`src/sv/kssd_pkg.sv`:
```
// Shared types, constants and key decode for the keypad shift scanner.
package kssd_pkg;

    localparam int unsigned SHIFT_BITS = 8;
    localparam int unsigned TIMER_W    = 20;
    localparam int unsigned BITCNT_W   = 4;
    localparam int unsigned CFG_IDX_W  = 2;
    localparam int unsigned CFG_DATA_W = 20;

    localparam logic [CFG_IDX_W-1:0] CFG_LOAD_LOW   = 2'd0;
    localparam logic [CFG_IDX_W-1:0] CFG_CLOCK_HALF = 2'd1;
    localparam logic [CFG_IDX_W-1:0] CFG_DEBOUNCE   = 2'd2;

    localparam logic [7:0]         LOAD_LOW_RST   = 8'd5;
    localparam logic [7:0]         CLOCK_HALF_RST = 8'd1;
    localparam logic [TIMER_W-1:0] DEBOUNCE_RST   = 20'd20000;

    typedef struct packed {
        logic [7:0]         load_low_ticks;
        logic [7:0]         clock_half_ticks;
        logic [TIMER_W-1:0] debounce_ticks;
    } cfg_t;

    typedef struct packed {
        logic       load_n;
        logic       shift_clock;
        logic       key_valid;
        logic [7:0] key_code;
    } result_t;

    // index of lowest set bit, 3 when only bit 3 (or none) is set
    function automatic logic [1:0] lowest_index(input logic [3:0] nib);
        logic [1:0] idx;
        if (nib[0]) begin
            idx = 2'd0;
        end else if (nib[1]) begin
            idx = 2'd1;
        end else if (nib[2]) begin
            idx = 2'd2;
        end else begin
            idx = 2'd3;
        end
        return idx;
    endfunction

    // rows in low nibble, columns in high nibble, both active low
    function automatic logic [7:0] decode_key(input logic [7:0] byte_in);
        logic [3:0] rows;
        logic [3:0] cols;
        logic [3:0] sel;
        logic [7:0] code;
        rows = ~byte_in[3:0];
        cols = ~byte_in[7:4];
        sel  = {lowest_index(rows), lowest_index(cols)};
        case (sel)
            4'h0:    code = "1";
            4'h1:    code = "2";
            4'h2:    code = "3";
            4'h3:    code = "A";
            4'h4:    code = "4";
            4'h5:    code = "5";
            4'h6:    code = "6";
            4'h7:    code = "B";
            4'h8:    code = "7";
            4'h9:    code = "8";
            4'hA:    code = "9";
            4'hB:    code = "C";
            4'hC:    code = "*";
            4'hD:    code = "0";
            4'hE:    code = "#";
            default: code = "D";
        endcase
        if (rows == 4'h0 || cols == 4'h0) begin
            code = 8'h00;
        end
        return code;
    endfunction

endpackage

```
`src/sv/kssd_cfg.sv`:
```
// Configuration register file for the keypad shift scanner.
module kssd_cfg (
    input  logic                           aclk,
    input  logic                           aresetn,
    input  logic                           cfg_valid,
    output logic                           cfg_ready,
    input  logic [kssd_pkg::CFG_IDX_W-1:0]  cfg_index,
    input  logic [kssd_pkg::CFG_DATA_W-1:0] cfg_data,
    output kssd_pkg::cfg_t                 cfg
);
    import kssd_pkg::*;

    cfg_t cfg_reg;

    assign cfg_ready = 1'b1;
    assign cfg = cfg_reg;

    always_ff @(posedge aclk) begin
        if (!aresetn) begin
            cfg_reg.load_low_ticks   <= LOAD_LOW_RST;
            cfg_reg.clock_half_ticks <= CLOCK_HALF_RST;
            cfg_reg.debounce_ticks   <= DEBOUNCE_RST;
        end else if (cfg_valid) begin
            case (cfg_index)
                CFG_LOAD_LOW:   cfg_reg.load_low_ticks   <= cfg_data[7:0];
                CFG_CLOCK_HALF: cfg_reg.clock_half_ticks <= cfg_data[7:0];
                CFG_DEBOUNCE:   cfg_reg.debounce_ticks   <= cfg_data[TIMER_W-1:0];
                default: ;
            endcase
        end
    end

endmodule

```
`src/sv/kssd_scan.sv`:
```
// Scan sequencer: pin timing, bit capture, decode and debounce, one tick per step.
module kssd_scan (
    input  logic              aclk,
    input  logic              aresetn,
    input  logic              step,
    input  logic              serial_in,
    input  kssd_pkg::cfg_t    cfg,
    output kssd_pkg::result_t result
);
    import kssd_pkg::*;

    typedef enum logic [1:0] {
        PH_LOAD = 2'd0,
        PH_LOW  = 2'd1,
        PH_HIGH = 2'd2,
        PH_WAIT = 2'd3
    } phase_t;

    typedef enum logic [1:0] {
        ST_FIRST   = 2'd0,
        ST_CONFIRM = 2'd1,
        ST_RELEASE = 2'd2
    } stage_t;

    phase_t              phase_reg,  phase_next;
    stage_t              stage_reg,  stage_next;
    logic [TIMER_W-1:0]  timer_reg,  timer_next;
    logic [BITCNT_W-1:0] bits_reg,   bits_next;
    logic [7:0]          shift_reg,  shift_next;
    logic [7:0]          first_reg,  first_next;

    logic [TIMER_W-1:0]  timer_inc;
    logic [7:0]          half;
    logic [7:0]          load_len;
    logic [TIMER_W-1:0]  deb_len;
    logic [7:0]          key;
    logic [BITCNT_W-1:0] bits_inc;

    always_comb begin
        timer_inc = timer_reg + 1'b1;
        half      = (cfg.clock_half_ticks == 8'd0) ? 8'd1 : cfg.clock_half_ticks;
        load_len  = (cfg.load_low_ticks == 8'd0) ? 8'd1 : cfg.load_low_ticks;
        deb_len   = (cfg.debounce_ticks == '0) ? TIMER_W'(1) : cfg.debounce_ticks;
        key       = decode_key(shift_reg);
        bits_inc  = bits_reg + 1'b1;

        phase_next = phase_reg;
        stage_next = stage_reg;
        timer_next = timer_inc;
        bits_next  = bits_reg;
        shift_next = shift_reg;
        first_next = first_reg;

        result.load_n      = 1'b1;
        result.shift_clock = 1'b1;
        result.key_valid   = 1'b0;
        result.key_code    = 8'h00;

        case (phase_reg)
            PH_LOW: begin
                result.shift_clock = 1'b0;
                if (timer_inc >= TIMER_W'(half)) begin
                    shift_next = {shift_reg[6:0], serial_in};
                    timer_next = '0;
                    phase_next = PH_HIGH;
                end
            end
            PH_HIGH: begin
                if (timer_inc >= TIMER_W'(half)) begin
                    timer_next = '0;
                    bits_next  = bits_inc;
                    if (bits_inc >= BITCNT_W'(SHIFT_BITS)) begin
                        phase_next = PH_LOAD;
                        case (stage_reg)
                            ST_CONFIRM: begin
                                if (key == first_reg) begin
                                    stage_next = ST_RELEASE;
                                end else begin
                                    stage_next = ST_FIRST;
                                    first_next = 8'h00;
                                end
                            end
                            ST_RELEASE: begin
                                if (key == 8'h00) begin
                                    result.key_valid = 1'b1;
                                    result.key_code  = first_reg;
                                    stage_next       = ST_FIRST;
                                    first_next       = 8'h00;
                                end
                            end
                            default: begin
                                stage_next = ST_FIRST;
                                if (key != 8'h00) begin
                                    first_next = key;
                                    stage_next = ST_CONFIRM;
                                    phase_next = PH_WAIT;
                                end
                            end
                        endcase
                    end else begin
                        phase_next = PH_LOW;
                    end
                end
            end
            PH_WAIT: begin
                if (timer_inc >= deb_len) begin
                    timer_next = '0;
                    phase_next = PH_LOAD;
                end
            end
            default: begin
                result.load_n = 1'b0;
                if (timer_inc >= TIMER_W'(load_len)) begin
                    timer_next = '0;
                    bits_next  = '0;
                    shift_next = 8'h00;
                    phase_next = PH_LOW;
                end
            end
        endcase
    end

    always_ff @(posedge aclk) begin
        if (!aresetn) begin
            phase_reg <= PH_LOAD;
            stage_reg <= ST_FIRST;
            timer_reg <= '0;
            bits_reg  <= '0;
            shift_reg <= 8'h00;
            first_reg <= 8'h00;
        end else if (step) begin
            phase_reg <= phase_next;
            stage_reg <= stage_next;
            timer_reg <= timer_next;
            bits_reg  <= bits_next;
            shift_reg <= shift_next;
            first_reg <= first_next;
        end
    end

endmodule

```
`src/sv/keypad_shift_scan_debounce.sv`:
```
// Top level: tick input register, scan sequencer, config registers, result register.
// Each input transfer is one tick carrying the serial pin level; every tick yields
// exactly one result (load pin, clock pin, key flag and ASCII code). Ticks go
// through an input register, one pass of scan logic and an output register, so a
// tick is accepted every cycle while the result side keeps taking; the result is
// presented from the output register and transfers when the result side takes
// it. Backpressure on the result side holds the input register and stops the
// scan state, so no tick is lost. Config writes are taken every cycle and should
// only be issued while no tick is in flight.
module keypad_shift_scan_debounce (
    input  logic                            aclk,
    input  logic                            aresetn,
    input  logic                            s_tvalid,
    output logic                            s_tready,
    input  logic [7:0]                      s_tdata,   // [0] serial_in
    output logic                            m_tvalid,
    input  logic                            m_tready,
    output logic [15:0]                     m_tdata,   // [0] load_n, [1] shift_clock,
                                                       // [9:2] key_code
    output logic                            m_tuser,   // [0] key_valid
    input  logic                            cfg_valid,
    output logic                            cfg_ready,
    input  logic [kssd_pkg::CFG_IDX_W-1:0]  cfg_index,
    input  logic [kssd_pkg::CFG_DATA_W-1:0] cfg_data
);
    import kssd_pkg::*;

    cfg_t    cfg;
    result_t result;
    result_t out_reg;
    logic    in_valid_reg;
    logic    serial_reg;
    logic    out_valid_reg;
    logic    advance;

    assign advance  = in_valid_reg && (!out_valid_reg || m_tready);
    assign s_tready = !in_valid_reg || advance;

    kssd_cfg u_cfg (
        .aclk      (aclk),
        .aresetn   (aresetn),
        .cfg_valid (cfg_valid),
        .cfg_ready (cfg_ready),
        .cfg_index (cfg_index),
        .cfg_data  (cfg_data),
        .cfg       (cfg)
    );

    kssd_scan u_scan (
        .aclk      (aclk),
        .aresetn   (aresetn),
        .step      (advance),
        .serial_in (serial_reg),
        .cfg       (cfg),
        .result    (result)
    );

    always_ff @(posedge aclk) begin
        if (!aresetn) begin
            in_valid_reg  <= 1'b0;
            out_valid_reg <= 1'b0;
        end else begin
            if (s_tready) begin
                in_valid_reg <= s_tvalid;
            end
            if (advance) begin
                out_valid_reg <= 1'b1;
            end else if (m_tready) begin
                out_valid_reg <= 1'b0;
            end
        end
    end

    always_ff @(posedge aclk) begin
        if (s_tready && s_tvalid) begin
            serial_reg <= s_tdata[0];
        end
        if (advance) begin
            out_reg <= result;
        end
    end

    assign m_tvalid = out_valid_reg;
    assign m_tdata  = {6'd0, out_reg.key_code, out_reg.shift_clock, out_reg.load_n};
    assign m_tuser  = out_reg.key_valid;

endmodule
```
`config.mk`:
```
export PLATFORM = sky130hd
export DESIGN_NAME = keypad_shift_scan_debounce
export DESIGN_NICKNAME = d
export VERILOG_FILES = /design/src/sv/kssd_pkg.sv /design/src/sv/kssd_cfg.sv /design/src/sv/kssd_scan.sv /design/src/sv/keypad_shift_scan_debounce.sv
export SDC_FILE = /design/constraint.sdc
export NUM_CORES = 1
export LEC_CHECK = 0
export BUFFER_PORTS_ARGS = -buffer_cell sky130_fd_sc_hd__buf_2
export CAP_MARGIN = 15
export CORE_MARGIN = 2
export CORE_UTILIZATION = 44
export DETAILED_ROUTE_END_ITERATION = 8
export GPL_TIMING_DRIVEN = 0
export HOLD_SLACK_MARGIN = 0.08
export PLACE_DENSITY = 0.6
export RECOVER_POWER = 25
export SLEW_MARGIN = 15
export SYNTH_ARGS = -nofsm -noshare
export SYNTH_HDL_FRONTEND = slang
export SYNTH_HIERARCHICAL = 1
export SYNTH_SLANG_ARGS = --single-unit
```
`constraint.sdc`:
```
create_clock -name aclk -period 7.3 [get_ports aclk]
set_input_delay 0 -clock aclk [delete_from_list [all_inputs] [get_ports aclk]]
set_output_delay 0 -clock aclk [all_outputs]
set_load 0.03 [all_outputs]
```
# Yosys cells after proc, flatten, opt, wreduce, memory -nomap -nowiden
# Memory sizes are Yosys's and may differ from the RTL's.
# Index checks and enable logic that the tools add are counted.
totals:
  register_bits: 94
  mem_bits_ro: 112
  in_bits: 35
  output_inout_bits: 20
  wordCells: 116
  mem_count: 1
op_classes:
  addsub: 2
  order_cmp: 4
  n_eq_ne: 13
  n_mux: 41
  n_bitwise: 4
  reduce_logical: 35
mem_list:
  columns: ["name", "words", "word_bits", "read_ports", "rd_clocked_by_memory_dff", "write_ports", "line_no", "source"]
  rows:
  - ["(no name shown)", 16, 7, 1, 0, 0, "kssd_pkg.sv:55", "case (sel)"]
op_table:
  columns: ["op", "n"]
  rows:
  - ["20-bit two-way mux", 4]
  - ["8-bit two-way mux", 8]
  - ["20-bit by 8-bit greater-or-equal comparator with 1-bit output", 2]
  - ["20-bit one-hot mux with 2 select lines", 1]
  - ["8-bit one-hot mux with 2 select lines", 2]
  - ["2-bit two-way mux", 13]
  - ["8-bit zero test", 3]
  - ["20-bit by 1-bit adder with 20-bit output, second input constant", 1]
  - ["20-bit greater-or-equal comparator", 1]
  - ["20-bit zero test", 1]
  - ["5-bit AND reduction", 3]
  - ["4-bit AND reduction", 3]
  - ["9-bit two-way mux", 1]
  - ["2-bit == test, second input constant", 4]
  - ["8-bit == test", 1]
  - ["4-bit zero test", 2]
  - ["4-bit two-way mux", 2]
  - ["2-bit by 1-bit != test with 1-bit output, second input constant", 4]
  - ["4-bit inverter", 2]
  - ["4-bit one-hot mux with 2 select lines", 1]
  - ["8-bit nonzero test", 1]
  - ["2-bit OR reduction", 4]
  - ["1-bit two-way mux", 7]
  - ["7-bit AND reduction", 1]
  - ["other kinds (16)", 27]

# Longest topological paths before layout
# An unclocked memory read counts as a cell.
logic_depth:
  ltp_word: 12
  ltp_mapped: 16
  mapped_depth_nobuf: 15

# Cells and area by module
# The synthesis kept the hierarchy.
by_module_without_submodules:
  columns: ["mod", "n_inst", "cells_per_inst", "area_each_um2", "seq_area_each_um2"]
  rows:
  - ["kssd_scan", 1, 543, 4207.8, 860.8]
  - ["kssd_cfg", 1, 151, 1519.0, 720.7]
  - ["keypad_shift_scan_debounce", 1, 28, 513.0, 400.4]

# Worst setup path after synthesis
# Ideal clock, no wire load.
synth_timing:
  path_kind: "flip-flop to flip-flop"
  startpoint: "register u_scan.timer_reg[0]"
  endpoint: "register u_scan.timer_reg[9]"
  setup_ns: 0.079
  arrival_ns: 3.560
  t_required_ns: 7.221
  slack_ns: 3.661
  path_stages_with_launch: 15
  path_buffers: 0
  period_less_slack_ns: 3.639
  path_cell_list: "dfxtp_1 ha_1 nand3_1 nor4_1 and3_1 xnor2_1 inv_1 ha_1 and4_1 a211o_1 a221oi_1 o21ai_0 a31o_4 or4_1 o211ai_1"
synth_via:
  elab_chain_len: 4
  word_cells_on_any_way: 8
  cone_classes: "add/sub: 1; order compare: 3; mux: 4"
synth_rtl:
  columns: ["element", "line_no", "source"]
  rows:
  - ["start, declared", "kssd_scan.sv:27", "logic [TIMER_W-1:0] timer_reg, timer_next;"]
  - ["start signal, assigned", "kssd_scan.sv:134", "timer_reg <= timer_next;"]
  - ["20-bit by 1-bit adder with 20-bit output *", "kssd_scan.sv:40", "timer_inc = timer_reg + 1'b1;"]
  - ["20-bit by 8-bit greater-or-equal comparator with 1-bit output, or another cell as far along", "kssd_scan.sv:113", "if (timer_inc >= TIMER_W'(load_len)) begin"]
  - ["20-bit two-way mux (on tied branches)", null, null]
  - ["20-bit one-hot mux with 2 select lines *", "kssd_scan.sv:59", "case (phase_reg)"]
# Every way passes the cells marked *; elsewhere a longest branch is shown, timed or not.
# A chain may end at the register's enable or synchronous reset.

# Worst setup path in the final report
layout_timing:
  startpoint: "register u_scan.timer_reg[0]"
  endpoint: "register u_scan.phase_reg[1]"
layout_via:
  elab_chain_len: 4
  word_cells_on_any_way: 9
  cone_classes: "add/sub: 1; order compare: 3; eq/ne: 3; reduce/logical: 2"
layout_rtl:
  columns: ["element", "line_no", "source"]
  rows:
  - ["20-bit by 1-bit adder with 20-bit output *", "kssd_scan.sv:40", null]
  - ["20-bit greater-or-equal comparator, or another cell as far along", "kssd_scan.sv:106", "if (timer_inc >= deb_len) begin"]
  - ["2-bit by 1-bit != test with 1-bit output (no line) / 4-bit nonzero test (equally long branches)", null, null]
  - ["5-bit AND reduction (no line) *", null, null]
  - ["end signal, assigned", "kssd_scan.sv:132", "phase_reg <= phase_next;"]
  - ["end, declared", "kssd_scan.sv:25", "phase_t phase_reg, phase_next;"]
# Marked as above.

==> qor.csv <==
stage;metric;value;unit
run_status;status;completed;
global_routing;overflow;0;
global_routing;grt_start_max_net_pins;18;
synth;synth.distinct_cells;77;
clocking;cts.path.max_buffers;2;
placement;post-place-ws;2.74;ns
layout;fin_nets;889;
worst_setup_path;worst-setup-path-type;flop to flop;
worst_setup_path;crit_chain;ha_1, nand3_1, nor4_1, and3_1, xnor2_1, inv_1, ha_1, and4_1, nand2_1, nor3_1, a221oi_1, o21ai_0, o2111ai_1, or3_1, a21oi_1;
hold_path;hold_path_class;input port to flop;
clocking;cts-root-buf;clkbuf_16;
clocking;clk_latency;0.35;ns
clocking;tritoncts;done;
timing;final-setup-viol-count;0;
floorplan;rows;43;
drt;drt_iter0_drc;282;
synth;synth.avg_cell_area;8.64;µm²
power;power_leakage;3.07;nW
synth;synth_edf_count;12;
worst_setup_path;cp_slowest_cell;nor4_1;
drt;vias;5174;
drt;avgRoutedWirePerCell;14.3;µm
worst_setup_path;crit_path_max_fanout;9;
synth;synth_common_cells;nand2_1, dfxtp_1, inv_1, ha_1, mux2i_1;
timing;relSlewSlack;40.8;%
layout;largest_register_ffs;36;
worst_setup_path;reg2reg_slack;2.65;ns
power;max-vdd-ir-drop;128;µV
synth;yosysSeqAreaShare;31.8;%
synth;syn_area;6240;µm²
floorplan;die_area;15100;µm²
timing;rsz0062_at_grt;false;
placement;gp_congestion;0.839;
synth;synth-warning-count;6;
job;maxCapViolCount;0;
floorplan;die_w;123;µm
timing;finalHoldViolations;0;
layout;drive_gt1_share;12.1;%
synth;synth.area.top_cells;dfxtp_1, ha_1, mux2i_1;
synth;syn_inst;722;
placement;dpl.hpwl;10900;µm
timing;final.min_clock_period;4.65;ns
drt;drt.antenna.violating_nets;0;
worst_setup_path;cpPeakStageDelay;0.67;ns
clocking;clock_sinks;93;
power;p_total;1.15;mW
timing;setup_ws;2.65;ns
timing;clock.fmax;0.215;GHz
worst_setup_path;cp.arrival;4.93;ns
timing;whs;0.0957;ns
synth;synth_top_area_cell;dfxtp_1;
clocking;numCtsBuffers;9;
floorplan;coreArea;13900;µm²
timing;maxSlewViolCount;0;
clocking;htree_levels;3;
worst_setup_path;cp_common_cell;ha_1;
worst_setup_path;cp-end-kind;flop;
synth;ys_ff_latch;93;
power;power_density;160;nW/µm²
drt;first_pass_iters;4;
layout;diodes;0;
layout;area_growth;15.4;%
global_routing;antenna_found_initial;0;
drt;routed_wl;14200;µm
global_routing;grt_pass1_wl;23600;µm
floorplan;die_h;123;µm
global_routing;grt_pass1_vias;5017;
synth;async_reset_ff_share;0;%
timing;fin_setup_tns;0;ns
global_routing;grt_use_total;19.7;%
timing;worstMarginPinSlew;0.887;ns
worst_setup_path;crit_required;7.58;ns
timing;skew;0.00857;ns
synth;synth_top_area_share;26.0;%
floorplan;initial_core_util;45.0;%
clocking;clk_pin_slew;0.07;ns
drt;drc;0;
clocking;cts_setup_buffers;0;
synth;synth_top_flop_cell;dfxtp_1;
drt;routed_via_density;5.23;
timing;period_share;63.6;%
floorplan;io_pins;55;
synth;synth.most_common_cell;nand2_1;
worst_setup_path;cp-start-kind;flop;
placement;portBuffers;40;
[layout make-up]
| type | instances | area (µm²) |
|---|---|---|
| fillers | 1316 | 6680 |
| multi-input cells | 520 | 3720 |
| flip-flops and latches | 93 | 1980 |
| repair buffers | 66 | 443 |
| plain buffers | 46 | 277 |
| inverters | 68 | 255 |
| clock buffers | 9 | 225 |
| well taps | 180 | 225 |
| clock inverters | 7 | 80.1 |
[final timing paths]
check                              startpoint                          endpoint  cells past startpoint
min                              cfg_index[1]        u_cfg/cfg[35]$_SDFFE_PN0P_                      4
max          u_scan/timer_reg[0]$_SDFFE_PN0P_  u_scan/phase_reg[1]$_SDFFE_PN0P_                     15
max reg2reg  u_scan/timer_reg[0]$_SDFFE_PN0P_  u_scan/phase_reg[1]$_SDFFE_PN0P_                     15
min reg2reg  u_scan/shift_reg[7]$_SDFFE_PN0P_  u_scan/shift_reg[7]$_SDFFE_PN0P_                      2
[critical path: cells and delay by family (launching register included)]
family	cells	cell delay, ns
and+or+nand+nor	7	2.01
AOI/OAI and AO/OA	4	1.12
adders and majority gates	2	0.62
DFF	1	0.57
xor gates and xnor gates	1	0.18
buffers and inverters	1	0.08
[power breakdown]
part,internal [mW],switching (mW),total (mW)
Clock,0.270,0.210,0.480
Sequential,0.530,0.0103,0.540
Combinational,0.0558,0.0768,0.133
Total,0.855,0.297,1.15
[what timing repair did]
| action | CTS | global route |
|---|---|---|
| hold buffers | 26 | 0 |
| setup endpoints to repair | 0 | 0 |
| gates resized for setup | 0 | 0 |
| hold endpoints to repair | 40 | 0 |
[cells by family (layout without fill, tap and decap cells)]
family                   Yosys count  after routing  share of synthesized area (%)
adder cells (fa/ha/maj)           50             50                           10.0
buffers and inverters            114            196                           8.58
AO/OA/AOI/OAI                    128            128                           15.5
AND/OR/NAND/NOR                  260            260                           22.6
other                              3              8                          0.180
XOR/XNOR                          28             28                           3.93
flip-flops                        93             93                           31.8
multiplexers                      46             46                           7.42
[per-stage QoR]
| step | cell area, µm² | utilization (%) | instances |
|---|---|---|---|
| final | 7200 | 51.9 | 989 |
| after global routing | 7200 | 51.9 | 989 |
| after CTS | 7250 | 52.2 | 989 |
| after detailed placement | 6680 | 48.2 | 947 |
| after global placement | 6680 | 48.2 | 947 |
| after floorplan | 6260 | - | 727 |
[placed cells by master (no fill, tap or decap), types with 9 or more instances in the layout]
cell type | synthesis | final
o211ai_1 | 6 | 10
dfxtp_1 | 81 | 81
o21ai_2 | 10 | 10
xnor2_1 | 18 | 18
edfxtp_1 | 12 | 12
nand2_1 | 102 | 102
o21ai_0 | 23 | 23
and3_1 | 11 | 11
mux2i_1 | 44 | 44
clkbuf_1 | 19 | 36
nand4_1 | 20 | 20
inv_1 | 68 | 68
nand3_1 | 15 | 15
a21oi_1 | 32 | 32
ha_1 | 50 | 50
nor2_1 | 22 | 22
nand2b_1 | 12 | 12
nor2b_1 | 10 | 10
dlygate4sd3_1 | 0 | 26
a21o_1 | 11 | 11
clkbuf_16 | 0 | 9
nor3_1 | 9 | 9
and2_1 | 15 | 15
xor2_1 | 10 | 10
buf_2 | 11 | 34
[layer usage]
layer  GRT usage, %  vias up  wire (µm)
met2           34.6       75       6890
li1               -     2675          -
met4           7.88        0        263
met3           3.18       18        423
met1           24.0     2406       6590
met5              0        -          0
Note: power is estimated with default switching activity, not from simulation.
